## config.mk

```make
export PLATFORM = sky130hd
export DESIGN_NAME = first_fit_block_allocator
export DESIGN_NICKNAME = d
export VERILOG_FILES = /design/src/ffa_pkg.sv /design/src/first_fit_block_allocator.sv /design/src/ffa_ram.sv /design/src/ffa_datapath.sv /design/src/ffa_ctrl.sv
export SDC_FILE = /design/constraint.sdc
export NUM_CORES = 2
export LEC_CHECK = 0
export ABC_AREA = 1
export BUFFER_PORTS_ARGS = -buffer_cell sky130_fd_sc_hd__buf_2
export CELL_PAD_IN_SITES_DETAIL_PLACEMENT = 0
export CELL_PAD_IN_SITES_GLOBAL_PLACEMENT = 2
export CORE_AREA = 10 10 740 742
export CTS_CLUSTER_DIAMETER = 120
export DETAILED_ROUTE_END_ITERATION = 7
export DIE_AREA = 0 0 750 752
export HOLD_SLACK_MARGIN = 0.06
export MAX_ROUTING_LAYER = met4
export PLACE_DENSITY = 0.7
export REMOVE_ABC_BUFFERS = 1
export SYNTH_ARGS = -nofsm -noshare
export SYNTH_HDL_FRONTEND = slang
export SYNTH_SLANG_ARGS = --single-unit
```

## constraint.sdc

```tcl
create_clock -name clk -period 17.24 [get_ports clk]
set_input_delay 3.448 -clock clk [delete_from_list [all_inputs] [get_ports clk]]
set_output_delay 3.448 -clock clk [all_outputs]
set_load 0.02 [all_outputs]
```

## src/ffa_pkg.sv

```systemverilog
`timescale 1ns / 1ps
`default_nettype none

package ffa_pkg;

	// default geometry
	localparam int NBLOCKS_DEF      = 64;
	localparam int HEADER_BYTES_DEF = 32;

	// configuration reset values
	localparam logic [26:0] MAX_REQUEST_RESET = 27'd100000000;
	localparam logic [31:0] HEAP_LIMIT_RESET  = 32'hFFFF_FFFF;

	// configuration register indexes
	localparam logic REG_MAX_REQUEST = 1'b0;
	localparam logic REG_HEAP_LIMIT  = 1'b1;

	// request kinds
	localparam logic [1:0] MODE_ALLOC   = 2'd0;
	localparam logic [1:0] MODE_FREE    = 2'd1;
	localparam logic [1:0] MODE_REALLOC = 2'd2;

	typedef enum logic [2:0] {
		ST_OK         = 3'd0,
		ST_BAD_SIZE   = 3'd1,
		ST_HEAP_LIMIT = 3'd2,
		ST_TABLE_FULL = 3'd3,
		ST_UNKNOWN    = 3'd4
	} status_t;

	// one block table entry
	typedef struct packed {
		logic [31:0] start;
		logic [27:0] size;
		logic        free;
	} entry_t;

	// datapath operations issued by the controller
	typedef enum logic [3:0] {
		OP_NONE,
		OP_LATCH,
		OP_SCAN_START,
		OP_SCAN,
		OP_MARK_FREE,
		OP_TAKE_FIT,
		OP_APPEND,
		OP_KEEP,
		OP_RESULT
	} op_t;

	typedef struct packed {
		op_t     op;
		logic    find;    // scan looks for an address, else for a fitting free block
		status_t status;  // status to report with OP_RESULT
	} cmd_t;

	typedef struct packed {
		logic [1:0] mode;
		logic       size_bad;
		logic       addr_null;
		logic       scan_hit;
		logic       scan_end;
		logic       fits_old;
		logic       limit_fail;
		logic       table_full;
		logic       out_busy;
	} stat_t;

endpackage

`default_nettype wire

```

## src/first_fit_block_allocator.sv

```systemverilog
`timescale 1ns / 1ps
`default_nettype none

// First-fit heap block allocator.
// Requests enter on the s_ stream: s_tuser carries the kind (allocate, free,
// reallocate), s_tdata the size and address. One result per request leaves on
// the m_ stream with a status, the granted address and the running block and
// byte counts. max_request and heap_limit are set through cfg_we/cfg_index/
// cfg_data; the user must write them only while no request is in flight, as
// the block does not enforce it. The block table sits in one RAM with a
// registered read port; lookups walk it one entry per cycle from the oldest
// block. An allocate or free walks the table once, a reallocate that has to
// move walks it twice (first for the address, then for a fit), and requests
// that need no scan go straight to their result. One request is in work at a
// time; s_tready is high only between requests.
// The result waits in an output register; while m_tready is low the next
// request is still taken and runs up to its result, then waits for the
// register to drain.
// Reset empties the table at once (entries above the block count are never
// read) and loads the configuration defaults.
module first_fit_block_allocator import ffa_pkg::*; #(
	parameter int NBLOCKS      = NBLOCKS_DEF,
	parameter int HEADER_BYTES = HEADER_BYTES_DEF
) (
	input  wire logic         clk,
	input  wire logic         arst_n,
	input  wire logic         s_tvalid,
	output logic              s_tready,
	input  wire logic [63:0]  s_tdata,   // request_size[31:0], address[63:32]
	input  wire logic [1:0]   s_tuser,   // mode[1:0]
	output logic              m_tvalid,
	input  wire logic         m_tready,
	output logic [127:0]      m_tdata,   // status[2:0], result_address[34:3],
	                                     // free_blocks[45:35], free_bytes[77:46],
	                                     // total_blocks[88:78], total_bytes[120:89]
	input  wire logic         cfg_we,
	input  wire logic         cfg_index,
	input  wire logic [31:0]  cfg_data
);

	cmd_t  cmd;
	stat_t stat;

	ffa_ctrl u_ctrl (
		.clk     (clk),
		.arst_n  (arst_n),
		.s_tvalid(s_tvalid),
		.s_tready(s_tready),
		.stat    (stat),
		.cmd     (cmd)
	);

	ffa_datapath #(
		.NBLOCKS     (NBLOCKS),
		.HEADER_BYTES(HEADER_BYTES)
	) u_dp (
		.clk      (clk),
		.arst_n   (arst_n),
		.cmd      (cmd),
		.stat     (stat),
		.in_mode  (s_tuser),
		.in_size  (s_tdata[31:0]),
		.in_addr  (s_tdata[63:32]),
		.cfg_we   (cfg_we),
		.cfg_index(cfg_index),
		.cfg_data (cfg_data),
		.m_tvalid (m_tvalid),
		.m_tready (m_tready),
		.m_tdata  (m_tdata)
	);

	// one request in work at a time
	assert property (@(posedge clk) disable iff (!arst_n)
		s_tvalid && s_tready |=> !s_tready)
		else $error("request taken while another is in work");

	// a block is only appended when the heap and the table have room
	assert property (@(posedge clk) disable iff (!arst_n)
		cmd.op == OP_APPEND |-> !stat.limit_fail && !stat.table_full)
		else $error("append past heap limit or full table");

	// a result never overwrites one that is still waiting
	assert property (@(posedge clk) disable iff (!arst_n)
		cmd.op == OP_RESULT |-> !stat.out_busy)
		else $error("result register overwritten while stalled");

endmodule

`default_nettype wire

```

## src/ffa_ram.sv

```systemverilog
`timescale 1ns / 1ps
`default_nettype none

// simple dual-port RAM, registered read
module ffa_ram #(
	parameter int WIDTH = 8,
	parameter int DEPTH = 16
) (
	input  wire logic                     clk,
	input  wire logic                     we,
	input  wire logic [$clog2(DEPTH)-1:0] waddr,
	input  wire logic [WIDTH-1:0]         wdata,
	input  wire logic [$clog2(DEPTH)-1:0] raddr,
	output logic      [WIDTH-1:0]         rdata
);

	logic [WIDTH-1:0] mem [DEPTH];

	always_ff @(posedge clk) begin
		if (we) begin
			mem[waddr] <= wdata;
		end
		rdata <= mem[raddr];
	end

endmodule

`default_nettype wire

```

## src/ffa_datapath.sv

```systemverilog
`timescale 1ns / 1ps
`default_nettype none

module ffa_datapath import ffa_pkg::*; #(
	parameter int NBLOCKS      = NBLOCKS_DEF,
	parameter int HEADER_BYTES = HEADER_BYTES_DEF
) (
	input  wire logic         clk,
	input  wire logic         arst_n,
	input  wire cmd_t         cmd,
	output stat_t             stat,
	input  wire logic [1:0]   in_mode,
	input  wire logic [31:0]  in_size,
	input  wire logic [31:0]  in_addr,
	input  wire logic         cfg_we,
	input  wire logic         cfg_index,
	input  wire logic [31:0]  cfg_data,
	output logic              m_tvalid,
	input  wire logic         m_tready,
	output logic [127:0]      m_tdata
);

	localparam int IDXW = $clog2(NBLOCKS);
	localparam int CNTW = $clog2(NBLOCKS + 1);
	localparam logic [32:0] HDR33 = 33'(HEADER_BYTES);
	localparam logic [31:0] HDR32 = 32'(HEADER_BYTES);
	localparam logic [CNTW-1:0] CNT_MAX = CNTW'(NBLOCKS);

	// configuration
	logic [26:0] max_req_q;
	logic [31:0] heap_limit_q;

	// latched request
	logic [1:0]  mode_q;
	logic [31:0] size_q;
	logic [31:0] addr_q;
	logic [32:0] total_q;

	// heap state
	logic [CNTW-1:0] entry_count_q;
	logic [CNTW-1:0] free_count_q;
	logic [31:0]     heap_break_q;
	logic [31:0]     free_byte_sum_q;
	logic [31:0]     byte_sum_q;

	// scan pointer and compare stage
	logic [CNTW-1:0] idx_q;
	logic            chk_valid_s1;
	logic [IDXW-1:0] chk_idx_s1;

	// block found by address, block found by first fit
	logic [IDXW-1:0] hit_idx_q;
	logic [31:0]     hit_start_q;
	logic [27:0]     hit_size_q;
	logic            hit_free_q;
	logic [IDXW-1:0] fit_idx_q;
	logic [31:0]     fit_start_q;
	logic [27:0]     fit_size_q;

	logic [31:0]  res_addr_q;
	logic         out_valid_q;
	logic [127:0] out_data_q;

	// table memory
	logic            ram_we;
	logic [IDXW-1:0] ram_waddr;
	entry_t          ram_wdata;
	entry_t          ram_rdata;

	ffa_ram #(
		.WIDTH($bits(entry_t)),
		.DEPTH(NBLOCKS)
	) u_table (
		.clk  (clk),
		.we   (ram_we),
		.waddr(ram_waddr),
		.wdata(ram_wdata),
		.raddr(idx_q[IDXW-1:0]),
		.rdata(ram_rdata)
	);

	logic        idx_lt;
	logic        match_find;
	logic        match_fit;
	logic        scan_hit;
	logic [33:0] new_break;

	assign idx_lt     = idx_q < entry_count_q;
	assign match_find = ({1'b0, ram_rdata.start} + HDR33) == {1'b0, addr_q};
	assign match_fit  = ram_rdata.free && (total_q <= {5'b0, ram_rdata.size});
	assign scan_hit   = chk_valid_s1 && (cmd.find ? match_find : match_fit);
	assign new_break  = {2'b0, heap_break_q} + {1'b0, total_q};

	always_comb begin
		stat.mode       = mode_q;
		stat.size_bad   = (size_q == 32'd0) || (size_q > {5'b0, max_req_q});
		stat.addr_null  = addr_q == 32'd0;
		stat.scan_hit   = scan_hit;
		stat.scan_end   = !chk_valid_s1 && !idx_lt;
		stat.fits_old   = total_q <= {5'b0, hit_size_q};
		stat.limit_fail = new_break > {2'b0, heap_limit_q};
		stat.table_full = entry_count_q >= CNT_MAX;
		stat.out_busy   = out_valid_q && !m_tready;
	end

	// table write port
	always_comb begin
		ram_we    = 1'b0;
		ram_waddr = hit_idx_q;
		ram_wdata = '{start: hit_start_q, size: hit_size_q, free: 1'b1};
		case (cmd.op)
			OP_MARK_FREE: begin
				ram_we = 1'b1;
			end
			OP_TAKE_FIT: begin
				ram_we    = 1'b1;
				ram_waddr = fit_idx_q;
				ram_wdata = '{start: fit_start_q, size: fit_size_q, free: 1'b0};
			end
			OP_APPEND: begin
				ram_we    = 1'b1;
				ram_waddr = entry_count_q[IDXW-1:0];
				ram_wdata = '{start: heap_break_q, size: total_q[27:0], free: 1'b0};
			end
			default: begin
				ram_we = 1'b0;
			end
		endcase
	end

	// configuration registers
	always_ff @(posedge clk or negedge arst_n) begin
		if (!arst_n) begin
			max_req_q    <= MAX_REQUEST_RESET;
			heap_limit_q <= HEAP_LIMIT_RESET;
		end else if (cfg_we) begin
			case (cfg_index)
				REG_MAX_REQUEST: max_req_q    <= cfg_data[26:0];
				REG_HEAP_LIMIT:  heap_limit_q <= cfg_data;
				default:         max_req_q    <= max_req_q;
			endcase
		end
	end

	// control state: counters, scan pointer, output valid
	always_ff @(posedge clk or negedge arst_n) begin
		if (!arst_n) begin
			entry_count_q   <= '0;
			free_count_q    <= '0;
			heap_break_q    <= '0;
			free_byte_sum_q <= '0;
			byte_sum_q      <= '0;
			idx_q           <= '0;
			chk_valid_s1    <= 1'b0;
			out_valid_q     <= 1'b0;
		end else begin
			// a new result may load in the cycle the waiting one drains
			if (cmd.op == OP_RESULT) begin
				out_valid_q <= 1'b1;
			end else if (out_valid_q && m_tready) begin
				out_valid_q <= 1'b0;
			end
			case (cmd.op)
				OP_SCAN_START: begin
					idx_q        <= '0;
					chk_valid_s1 <= 1'b0;
				end
				OP_SCAN: begin
					chk_valid_s1 <= idx_lt;
					if (idx_lt) begin
						idx_q <= idx_q + 1'b1;
					end
				end
				OP_MARK_FREE: begin
					if (!hit_free_q) begin
						free_count_q    <= free_count_q + 1'b1;
						free_byte_sum_q <= free_byte_sum_q + (32'(hit_size_q) - HDR32);
					end
				end
				OP_TAKE_FIT: begin
					free_count_q    <= free_count_q - 1'b1;
					free_byte_sum_q <= free_byte_sum_q - (32'(fit_size_q) - HDR32);
				end
				OP_APPEND: begin
					entry_count_q <= entry_count_q + 1'b1;
					byte_sum_q    <= byte_sum_q + size_q;
					heap_break_q  <= new_break[31:0];
				end
				default: begin
					chk_valid_s1 <= chk_valid_s1;
				end
			endcase
		end
	end

	// payload registers
	always_ff @(posedge clk) begin
		if (cmd.op == OP_SCAN) begin
			chk_idx_s1 <= idx_q[IDXW-1:0];
		end
		if (cmd.op == OP_SCAN && scan_hit) begin
			if (cmd.find) begin
				hit_idx_q   <= chk_idx_s1;
				hit_start_q <= ram_rdata.start;
				hit_size_q  <= ram_rdata.size;
				hit_free_q  <= ram_rdata.free;
			end else begin
				fit_idx_q   <= chk_idx_s1;
				fit_start_q <= ram_rdata.start;
				fit_size_q  <= ram_rdata.size;
			end
		end
		case (cmd.op)
			OP_LATCH: begin
				mode_q     <= in_mode;
				size_q     <= in_size;
				addr_q     <= in_addr;
				total_q    <= {1'b0, in_size} + HDR33;
				res_addr_q <= '0;
			end
			OP_TAKE_FIT: res_addr_q <= fit_start_q + HDR32;
			OP_APPEND:   res_addr_q <= heap_break_q + HDR32;
			OP_KEEP:     res_addr_q <= addr_q;
			OP_RESULT: begin
				out_data_q <= {7'b0, byte_sum_q, 11'(entry_count_q), free_byte_sum_q,
				               11'(free_count_q), res_addr_q, cmd.status};
			end
			default: begin
				res_addr_q <= res_addr_q;
			end
		endcase
	end

	assign m_tvalid = out_valid_q;
	assign m_tdata  = out_data_q;

endmodule

`default_nettype wire

```

## src/ffa_ctrl.sv

```systemverilog
`timescale 1ns / 1ps
`default_nettype none

module ffa_ctrl import ffa_pkg::*; (
	input  wire logic  clk,
	input  wire logic  arst_n,
	input  wire logic  s_tvalid,
	output logic       s_tready,
	input  wire stat_t stat,
	output cmd_t       cmd
);

	typedef enum logic [3:0] {
		S_IDLE,
		S_DECODE,
		S_FIND,
		S_FOUND,
		S_FIT,
		S_TAKE,
		S_GROW,
		S_MARK,
		S_RESP
	} state_t;

	state_t  state_q;
	status_t status_q;
	logic    old_q;     // a reallocated block must be released after the new grant

	logic go_find;
	logic go_fit;

	// request decode
	always_comb begin
		go_find = 1'b0;
		go_fit  = 1'b0;
		case (stat.mode)
			MODE_ALLOC: go_fit = !stat.size_bad;
			MODE_FREE:  go_find = !stat.addr_null;
			MODE_REALLOC: begin
				go_find = !stat.size_bad && !stat.addr_null;
				go_fit  = !stat.size_bad && stat.addr_null;
			end
			default: go_fit = 1'b0;
		endcase
	end

	assign s_tready = state_q == S_IDLE;

	// datapath commands
	always_comb begin
		cmd.op     = OP_NONE;
		cmd.find   = 1'b0;
		cmd.status = status_q;
		case (state_q)
			S_IDLE:   cmd.op = s_tvalid ? OP_LATCH : OP_NONE;
			S_DECODE: begin
				cmd.op   = (go_find || go_fit) ? OP_SCAN_START : OP_NONE;
				cmd.find = go_find;
			end
			S_FIND: begin
				cmd.op   = OP_SCAN;
				cmd.find = 1'b1;
			end
			S_FOUND: begin
				if (stat.mode == MODE_FREE) begin
					cmd.op = OP_MARK_FREE;
				end else if (stat.fits_old) begin
					cmd.op = OP_KEEP;
				end else begin
					cmd.op = OP_SCAN_START;
				end
			end
			S_FIT:  cmd.op = OP_SCAN;
			S_TAKE: cmd.op = OP_TAKE_FIT;
			S_GROW: cmd.op = (stat.limit_fail || stat.table_full) ? OP_NONE : OP_APPEND;
			S_MARK: cmd.op = OP_MARK_FREE;
			S_RESP: cmd.op = stat.out_busy ? OP_NONE : OP_RESULT;
			default: cmd.op = OP_NONE;
		endcase
	end

	// sequencing
	always_ff @(posedge clk or negedge arst_n) begin
		if (!arst_n) begin
			state_q  <= S_IDLE;
			status_q <= ST_OK;
			old_q    <= 1'b0;
		end else begin
			case (state_q)
				S_IDLE: begin
					if (s_tvalid) begin
						state_q <= S_DECODE;
					end
				end
				S_DECODE: begin
					old_q <= 1'b0;
					if (go_find) begin
						status_q <= ST_OK;
						state_q  <= S_FIND;
					end else if (go_fit) begin
						status_q <= ST_OK;
						state_q  <= S_FIT;
					end else begin
						if ((stat.mode == MODE_ALLOC || stat.mode == MODE_REALLOC)
						    && stat.size_bad) begin
							status_q <= ST_BAD_SIZE;
						end else begin
							status_q <= ST_OK;
						end
						state_q <= S_RESP;
					end
				end
				S_FIND: begin
					if (stat.scan_hit) begin
						state_q <= S_FOUND;
					end else if (stat.scan_end) begin
						status_q <= ST_UNKNOWN;
						state_q  <= S_RESP;
					end
				end
				S_FOUND: begin
					if (stat.mode == MODE_FREE || stat.fits_old) begin
						state_q <= S_RESP;
					end else begin
						old_q   <= 1'b1;
						state_q <= S_FIT;
					end
				end
				S_FIT: begin
					if (stat.scan_hit) begin
						state_q <= S_TAKE;
					end else if (stat.scan_end) begin
						state_q <= S_GROW;
					end
				end
				S_TAKE: state_q <= old_q ? S_MARK : S_RESP;
				S_GROW: begin
					if (stat.limit_fail) begin
						status_q <= ST_HEAP_LIMIT;
						state_q  <= S_RESP;
					end else if (stat.table_full) begin
						status_q <= ST_TABLE_FULL;
						state_q  <= S_RESP;
					end else begin
						state_q <= old_q ? S_MARK : S_RESP;
					end
				end
				S_MARK: state_q <= S_RESP;
				S_RESP: begin
					if (!stat.out_busy) begin
						state_q <= S_IDLE;
					end
				end
				default: state_q <= S_IDLE;
			endcase
		end
	end

endmodule

`default_nettype wire

```

==> Yosys cells after proc, flatten, opt, wreduce, memory -nomap -nowiden <==
Memories as Yosys holds them, arrays and structs flattened. A register that Yosys moved wholly into a read port is not among the register bits.
Cells that the tools add are included.
{ "classes": {"reduce_logical": 40, "bitwise_logic": 2, "add_sub_neg": 14, "mux": 49, "order_cmp": 6, "n_eq_ne": 29} }
{ "op_table": {"columns": ["operator", "count"], "rows": [
  ["one-hot mux 32 bit (4 select lines)", 1],
  ["one-hot mux 61 bit (2 select lines)", 1],
  ["adder 32 x 6 -> 33 bit (second input constant)", 2],
  ["<= comparator 33 x 28 -> 1 bit", 2],
  ["adder 32 bit", 2],
  ["adder 32 x 6 -> 32 bit (second input constant)", 2],
  ["zero test 32 bit", 2],
  ["one-hot mux 32 bit (2 select lines)", 1],
  ["subtractor 28 x 6 -> 29 bit (second input constant)", 2],
  ["two-way mux 4 bit", 14],
  ["one-hot mux 4 bit (9 select lines)", 1],
  ["adder 32 x 33 -> 34 bit", 1],
  ["greater-than comparator 34 x 32 -> 1 bit", 1],
  ["equality test 33 x 32 -> 1 bit", 1],
  ["equality test 4 x 3 -> 1 bit (second input constant)", 8],
  ["greater-than comparator 32 x 27 -> 1 bit", 1],
  ["two-way mux 32 bit", 1],
  ["one-hot mux 4 bit (8 select lines)", 1],
  ["subtractor 32 bit", 1],
  ["one-hot mux 7 bit (2 select lines)", 2],
  ["two-way mux 3 bit", 8],
  ["adder 7 x 1 -> 7 bit (second input constant)", 3],
  ["equality test 4 x 2 -> 1 bit (second input constant)", 4],
  ["two-way mux 7 bit", 2],
  ["29 further kinds", 76]
]} }
{ "totals": {"inputBits": 104, "memories": 1, "regBits": 569, "ramBits": 3904, "wordCells": 168} }
{ "memory_table": {"columns": ["name", "words", "width", "read_ports", "rd_clocked_by_memory_dff", "write_ports", "line_no", "text"], "rows": [
  ["u_dp.u_table.mem", 64, 61, 1, 1, 1, "ffa_ram.sv:17", "logic [WIDTH-1:0] mem [DEPTH];"]
]} }

==> Depth between registers and ports, before layout <==
{ "logic_depth": {"depth_word": 13, "mapped_depth": 39} }

==> Cells and area by module <==
A second synthesis with hierarchy kept.
{ "unflattened": {"cells_unflattened": 16758, "hier_area_um2": 191496.2} }
{ "modules_own_cells": {"columns": ["mod", "instances", "area_each_um2", "cells_per_inst"], "rows": [
  ["ffa_ram", 1, 157343.4, 12821],
  ["ffa_datapath", 1, 33329.5, 3809],
  ["ffa_ctrl", 1, 823.3, 128]
]} }

==> Worst setup path after synthesis <==
OpenSTA, ideal clock, no wires.
{ "synth_path": {"path_kind": "input -> register", "start": "input port m_tready", "end": "register u_dp.idx_q[5]", "path_stages": 7, "t_arrival_ns": 8.945, "n_path_buf": 0, "path_slack_ns": 8.159, "path_cell_list": "nor2_1 > nor2_1 > nor3_1 > nand3_1 > nand2_1 > nand2_1 > o21ai_0"} }
{ "synth_via": {"elab_chain_len": 7} }
{ "synth_lines": {"columns": ["element", "line_no", "text"], "rows": [
  ["start, declared", "first_fit_block_allocator.sv:32", "input wire logic m_tready,"],
  ["zero test 1 bit (*)", "ffa_datapath.sv:103", "stat.out_busy = out_valid_q && !m_tready;"],
  ["logical AND 1 bit (*)", "ffa_datapath.sv:103", null],
  ["two-way mux 4 bit (*)", "ffa_ctrl.sv:77", "S_RESP: cmd.op = stat.out_busy ? OP_NONE : OP_RESULT;"],
  ["one-hot mux 4 bit (8 select lines) (*)", "ffa_ctrl.sv:54", "case (state_q)"],
  ["equality test 4 x 2 -> 1 bit", "ffa_datapath.sv:163", "case (cmd.op)"],
  ["!= test 2 x 1 -> 1 bit (no line) or nonzero test 2 bit (tied branches)", null, null],
  ["AND reduction 2 bit (no line)", null, null],
  ["end signal, assigned", "ffa_datapath.sv:171", "idx_q <= idx_q + 1'b1;"],
  ["end, declared", "ffa_datapath.sv:47", "logic [CNTW-1:0] idx_q;"]
]} }
Mark *: on every way between the ends. The rest lies on a longest branch, timed or not.
A chain may end at the register's enable or synchronous reset.

==> Final worst setup path <==
{ "layout_path": {"start": "register u_dp.total_q[4]", "end": "memory u_dp.u_table.mem[47][2] (netlist name) (enable)"} }
{ "layout_via": {"elab_chain_len": 10} }
{ "layout_lines": {"columns": ["element", "line_no", "text"], "rows": [
  ["start, declared", "ffa_datapath.sv:37", "logic [32:0] total_q;"],
  ["start signal, assigned", "ffa_datapath.sv:218", "total_q <= {1'b0, in_size} + HDR33;"],
  ["adder 32 x 33 -> 34 bit (*)", "ffa_datapath.sv:92", "assign new_break = {2'b0, heap_break_q} + {1'b0, total_q};"],
  ["via u_dp.new_break[23]", "ffa_datapath.sv:86", "logic [33:0] new_break;"],
  ["greater-than comparator 34 x 32 -> 1 bit (*)", "ffa_datapath.sv:101", "stat.limit_fail = new_break > {2'b0, heap_limit_q};"],
  ["logical OR 1 bit (*)", "ffa_ctrl.sv:75", "S_GROW: cmd.op = (stat.limit_fail || stat.table_full) ? OP_NONE : OP_APPEND;"],
  ["two-way mux 3 bit (*)", "ffa_ctrl.sv:75", null],
  ["one-hot mux 4 bit (8 select lines) (*)", "ffa_ctrl.sv:54", null],
  ["equality test 4 x 3 -> 1 bit", "ffa_datapath.sv:111", "case (cmd.op)"],
  ["OR reduction 3 bit (no line)", null, null],
  ["two-way mux 1 bit", "ffa_datapath.sv:111", null],
  ["two-way mux 1 bit", "ffa_ram.sv:20", "if (we) begin"],
  ["two-way mux 1 bit (implied by the code)", "ffa_ram.sv:21", "mem[waddr] <= wdata;"],
  ["end, declared", "ffa_ram.sv:17", null]
]} }
The timed path passes the listed nets; every way through them passes the cells marked *.

==> flow_metrics.py <==
metrics = {
    "outcome": {
        "status": "finished, final reports clean",
    },
    "timing": {
        "finalSetupViolations": 0,
        "drv_slew": 0,
        "layout_min_cycle_time_ns": 10.41,
        "rsz0062_at_grt": "no",
        "max_freq_mhz": 96.0,
        "hold_viol_final": 0,
        "finalCritPeriodShare": 0.604,
        "worst_clock_skew_ns": 0.116,
        "fin_tns_setup_ns": 0,
        "tightest_slew_ns": 1.20,
        "slew_headroom": 0.197,
    },
    "synthesis": {
        "synth_cell_types": 72,
        "synthesis.area_mm2": 0.186,
        "synthArstFlopShare": 0.0411,
        "ys.warnings.count": 0,
        "syn-instance-count": 14047,
        "ys.flop_type": "edfxtp_1",
        "ys_ff_latch": 4529,
        "synth_edf_count": 4282,
        "ys_seq_area_frac": 0.724,
        "synth.avg_cell_area_um2": 13.2,
    },
    "place": {
        "port_buffers": 218,
        "hpwl_um": 392000,
        "place_inst": 20738,
        "routabilityCongestion": 0.859,
    },
    "route": {
        "via_per_inst": 5.56,
        "drc_errors": 0,
        "wl_per_cell_um": 29.4,
        "drt_first_pass_iters": 6,
        "route.antenna.remaining_nets": 0,
        "routed_wl_um": 637000,
        "drt_iter0_drc": 13384,
        "vias": 120369,
    },
    "clock_network": {
        "cts_resized": 0,
        "htree_levels": 5,
        "numCtsBuffers": 468,
        "cts_setup_buffers": 0,
        "clockBufferDepth": 4,
        "cts_root_buffer": "clkbuf_16",
        "insertion_delay_ns": 1.06,
        "path_clk_slew_ns": 0.07,
        "cts_tree": "built",
        "cts_hold_buf": 0,
        "cts.sinks": 4529,
    },
    "worst_setup_path": {
        "setup.worst_path.class": "reg2reg",
        "crit_required_ns": 17.83,
        "critical_path.most_common_cell": "nand2_1",
        "cp_data_arrival_time_ns": 11.00,
        "cp_max_fo": 74,
        "critPathMaxStageDelay_ns": 0.89,
        "path_buf_inv": 5,
        "start_kind": "flip-flop",
        "cp_slowest_cell": "nor2_4",
        "cp-end-kind": "flip-flop",
        "crit_family": "simple AND/OR/NAND/NOR gates",
    },
    "global_route": {
        "antenna_found_initial": 69,
        "grt-ovfl-total": 0,
        "grt_first_pass_wirelength_um": 893000,
        "grt_pass1_vias": 113755,
        "grt_max_degree": 180,
        "grt_usage": 0.224,
    },
    "flow_run": {
        "maxCapViolCount": 0,
    },
    "power_and_ir_drop": {
        "p_leak_uw": 0.0691,
        "p_per_area_mw_per_mm2": 134,
        "ir_worst_vdd_mv": 0.103,
    },
    "floorplan": {
        "pin_count": 234,
        "fp-row-count": 268,
        "coreArea_mm2": 0.532,
        "initial_core_util": 0.349,
        "die_h_um": 752,
        "die-area_mm2": 0.564,
        "die_w_um": 750,
    },
    "final_layout": {
        "multi_input_area_mm2": 0.0473,
        "instances_no_fill": 21637,
        "nFillCells": 49708,
        "final_cell_mix": "edfxtp_1, nor2_1, nand2_1",
        "seq_area_mm2": 0.135,
        "final_util": 0.397,
        "nets": 14528,
        "final_common_cell": "edfxtp_1",
        "area_growth_pct": 13.6,
        "drive_gt1_frac": 0.0984,
    },
    "min_path": {
        "hold_class": "reg2reg",
    },
}
[registers in the layout, summed over array words and instances, names as in the netlist, 27 cells and up]
name and flops:
u_dp.hit_size_q 28, u_dp.fit_size_q 28, u_dp.u_table.mem 3904, u_dp.max_req_q 27, u_dp.byte_sum_q 32, u_dp.res_addr_q 32
u_dp.total_q 33, u_dp.heap_break_q 32, u_dp.u_table.rdata 61, u_dp.size_q 27, u_dp.heap_limit_q 32, u_dp.m_tdata 113
u_dp.addr_q 32, u_dp.fit_start_q 32, u_dp.hit_start_q 32, u_dp.free_byte_sum_q 32
[per-stage QoR]
step | worst slack [ns] | cell area, um^2 | hold slack, ns | power, uW
after floorplan | -83.40 | 182000 | 0.400 | 18300
after global placement | 6.77 | 196000 | 0.417 | 18400
after detailed placement | 6.84 | 196000 | 0.409 | 18400
after CTS | 6.75 | 211000 | 0.431 | 28300
after global routing | 6.17 | 211000 | 0.433 | 29300
final | 6.83 | 211000 | 0.417 | 28200
[logic make-up (layout without fill, tap and decap cells)]
kind of cell / Yosys count / after routing / synth area share
AOI/OAI and AO/OA: 2951 / 2951 / 0.106
xor gates and xnor gates: 220 / 220 / 0.0106
adders and majority gates: 236 / 236 / 0.0161
buffers and inverters: 1331 / 1854 / 0.0277
DFF: 4529 / 4529 / 0.724
muxes: 386 / 386 / 0.0208
other: 1 / 48 / 0.0000202
and+or+nand+nor: 4393 / 4393 / 0.0952
[final timing paths]
check	start	endpoint	slack, ns	cells after the start
max	u_dp.total_q[4]$_DFFE_PN_	u_dp.u_table.mem[47][2]$_DFFE_PP_	6.83	34
min	u_dp.u_table.rdata[28]$_DFF_P_	u_dp.hit_size_q[27]$_DFFE_PP_	0.42	0
max reg2reg	u_dp.total_q[4]$_DFFE_PN_	u_dp.u_table.mem[47][2]$_DFFE_PP_	6.83	34
min reg2reg	u_dp.u_table.rdata[28]$_DFF_P_	u_dp.hit_size_q[27]$_DFFE_PP_	0.42	0
max in group asynchronous	arst_n	u_dp.idx_q[0]$_DFFE_PN0P_	13.36	2
min in group asynchronous	arst_n	u_dp.byte_sum_q[8]$_DFFE_PN0N_	2.45	1
[power by group]
group / internal (uW) / switching [uW]
Combinational: 1510 / 3780
Sequential: 12400 / 431
Clock: 5670 / 4380
[cells in the mapped netlist, types with 9 or more instances]
library cell | n | share of area
ha_1 | 232 | 0.016
clkbuf_1 | 733 | 0.015
nor2_2 | 17 | 0.00057
nand2_2 | 12 | 0.00040
o221ai_1 | 412 | 0.019
buf_2 | 32 | 0.00086
o32ai_1 | 591 | 0.028
o21ai_1 | 29 | 0.00078
buf_4 | 15 | 0.00061
nor4_1 | 31 | 0.0010
nand4_1 | 69 | 0.0023
o21a_1 | 9 | 0.00036
mux2i_1 | 385 | 0.021
nor2_1 | 2494 | 0.050
a32o_1 | 22 | 0.0012
nand2_1 | 1227 | 0.025
nor3_1 | 36 | 0.00097
edfxtp_1 | 4282 | 0.69
a31oi_1 | 125 | 0.0042
buf_1 | 80 | 0.0016
o21ai_2 | 12 | 0.00057
dfrtp_1 | 142 | 0.019
inv_2 | 15 | 0.00030
inv_1 | 444 | 0.0090
o211ai_1 | 136 | 0.0055
a221o_1 | 37 | 0.0020
a21o_1 | 13 | 0.00053
a21boi_0 | 10 | 0.00040
nand3_1 | 462 | 0.012
dfstp_2 | 44 | 0.0062
dfxtp_1 | 61 | 0.0066
a21oi_1 | 311 | 0.0084
o21ai_0 | 1187 | 0.032
xor2_1 | 159 | 0.0075
xnor2_1 | 58 | 0.0027
[area by class of cell]
cell class / instances / share of cell area
flip-flops and latches: 4529 / 0.637
multi-input cells: 8201 / 0.224
clock buffers: 601 / 0.0591
well taps: 7020 / 0.0416
repair buffers: 524 / 0.0170
clock inverters: 265 / 0.0120
inverters: 464 / 0.00848
diodes: 33 / 0.000391
[worst register-to-register path, delay by kind of cell (launching register included)]
family	cells	cell delay (ns)
AND/OR/NAND/NOR	21	4.20
AO/OA/AOI/OAI	5	1.39
buffers and inverters	5	2.76
XOR/XNOR	1	0.29
adder cells (fa/ha/maj)	2	0.68
flip-flops	1	0.57
[layer usage]
metal	GRT usage	wire length [um]	vias to the layer above	part of all wire
met5	-	0	-	0
met4	0.0529	16600	0	0.026
met3	0.0351	48700	804	0.076
met2	0.351	296000	4805	0.46
met1	0.307	275000	61805	0.43
li1	-	-	52955	-
Power figures use the tool's default switching activity.
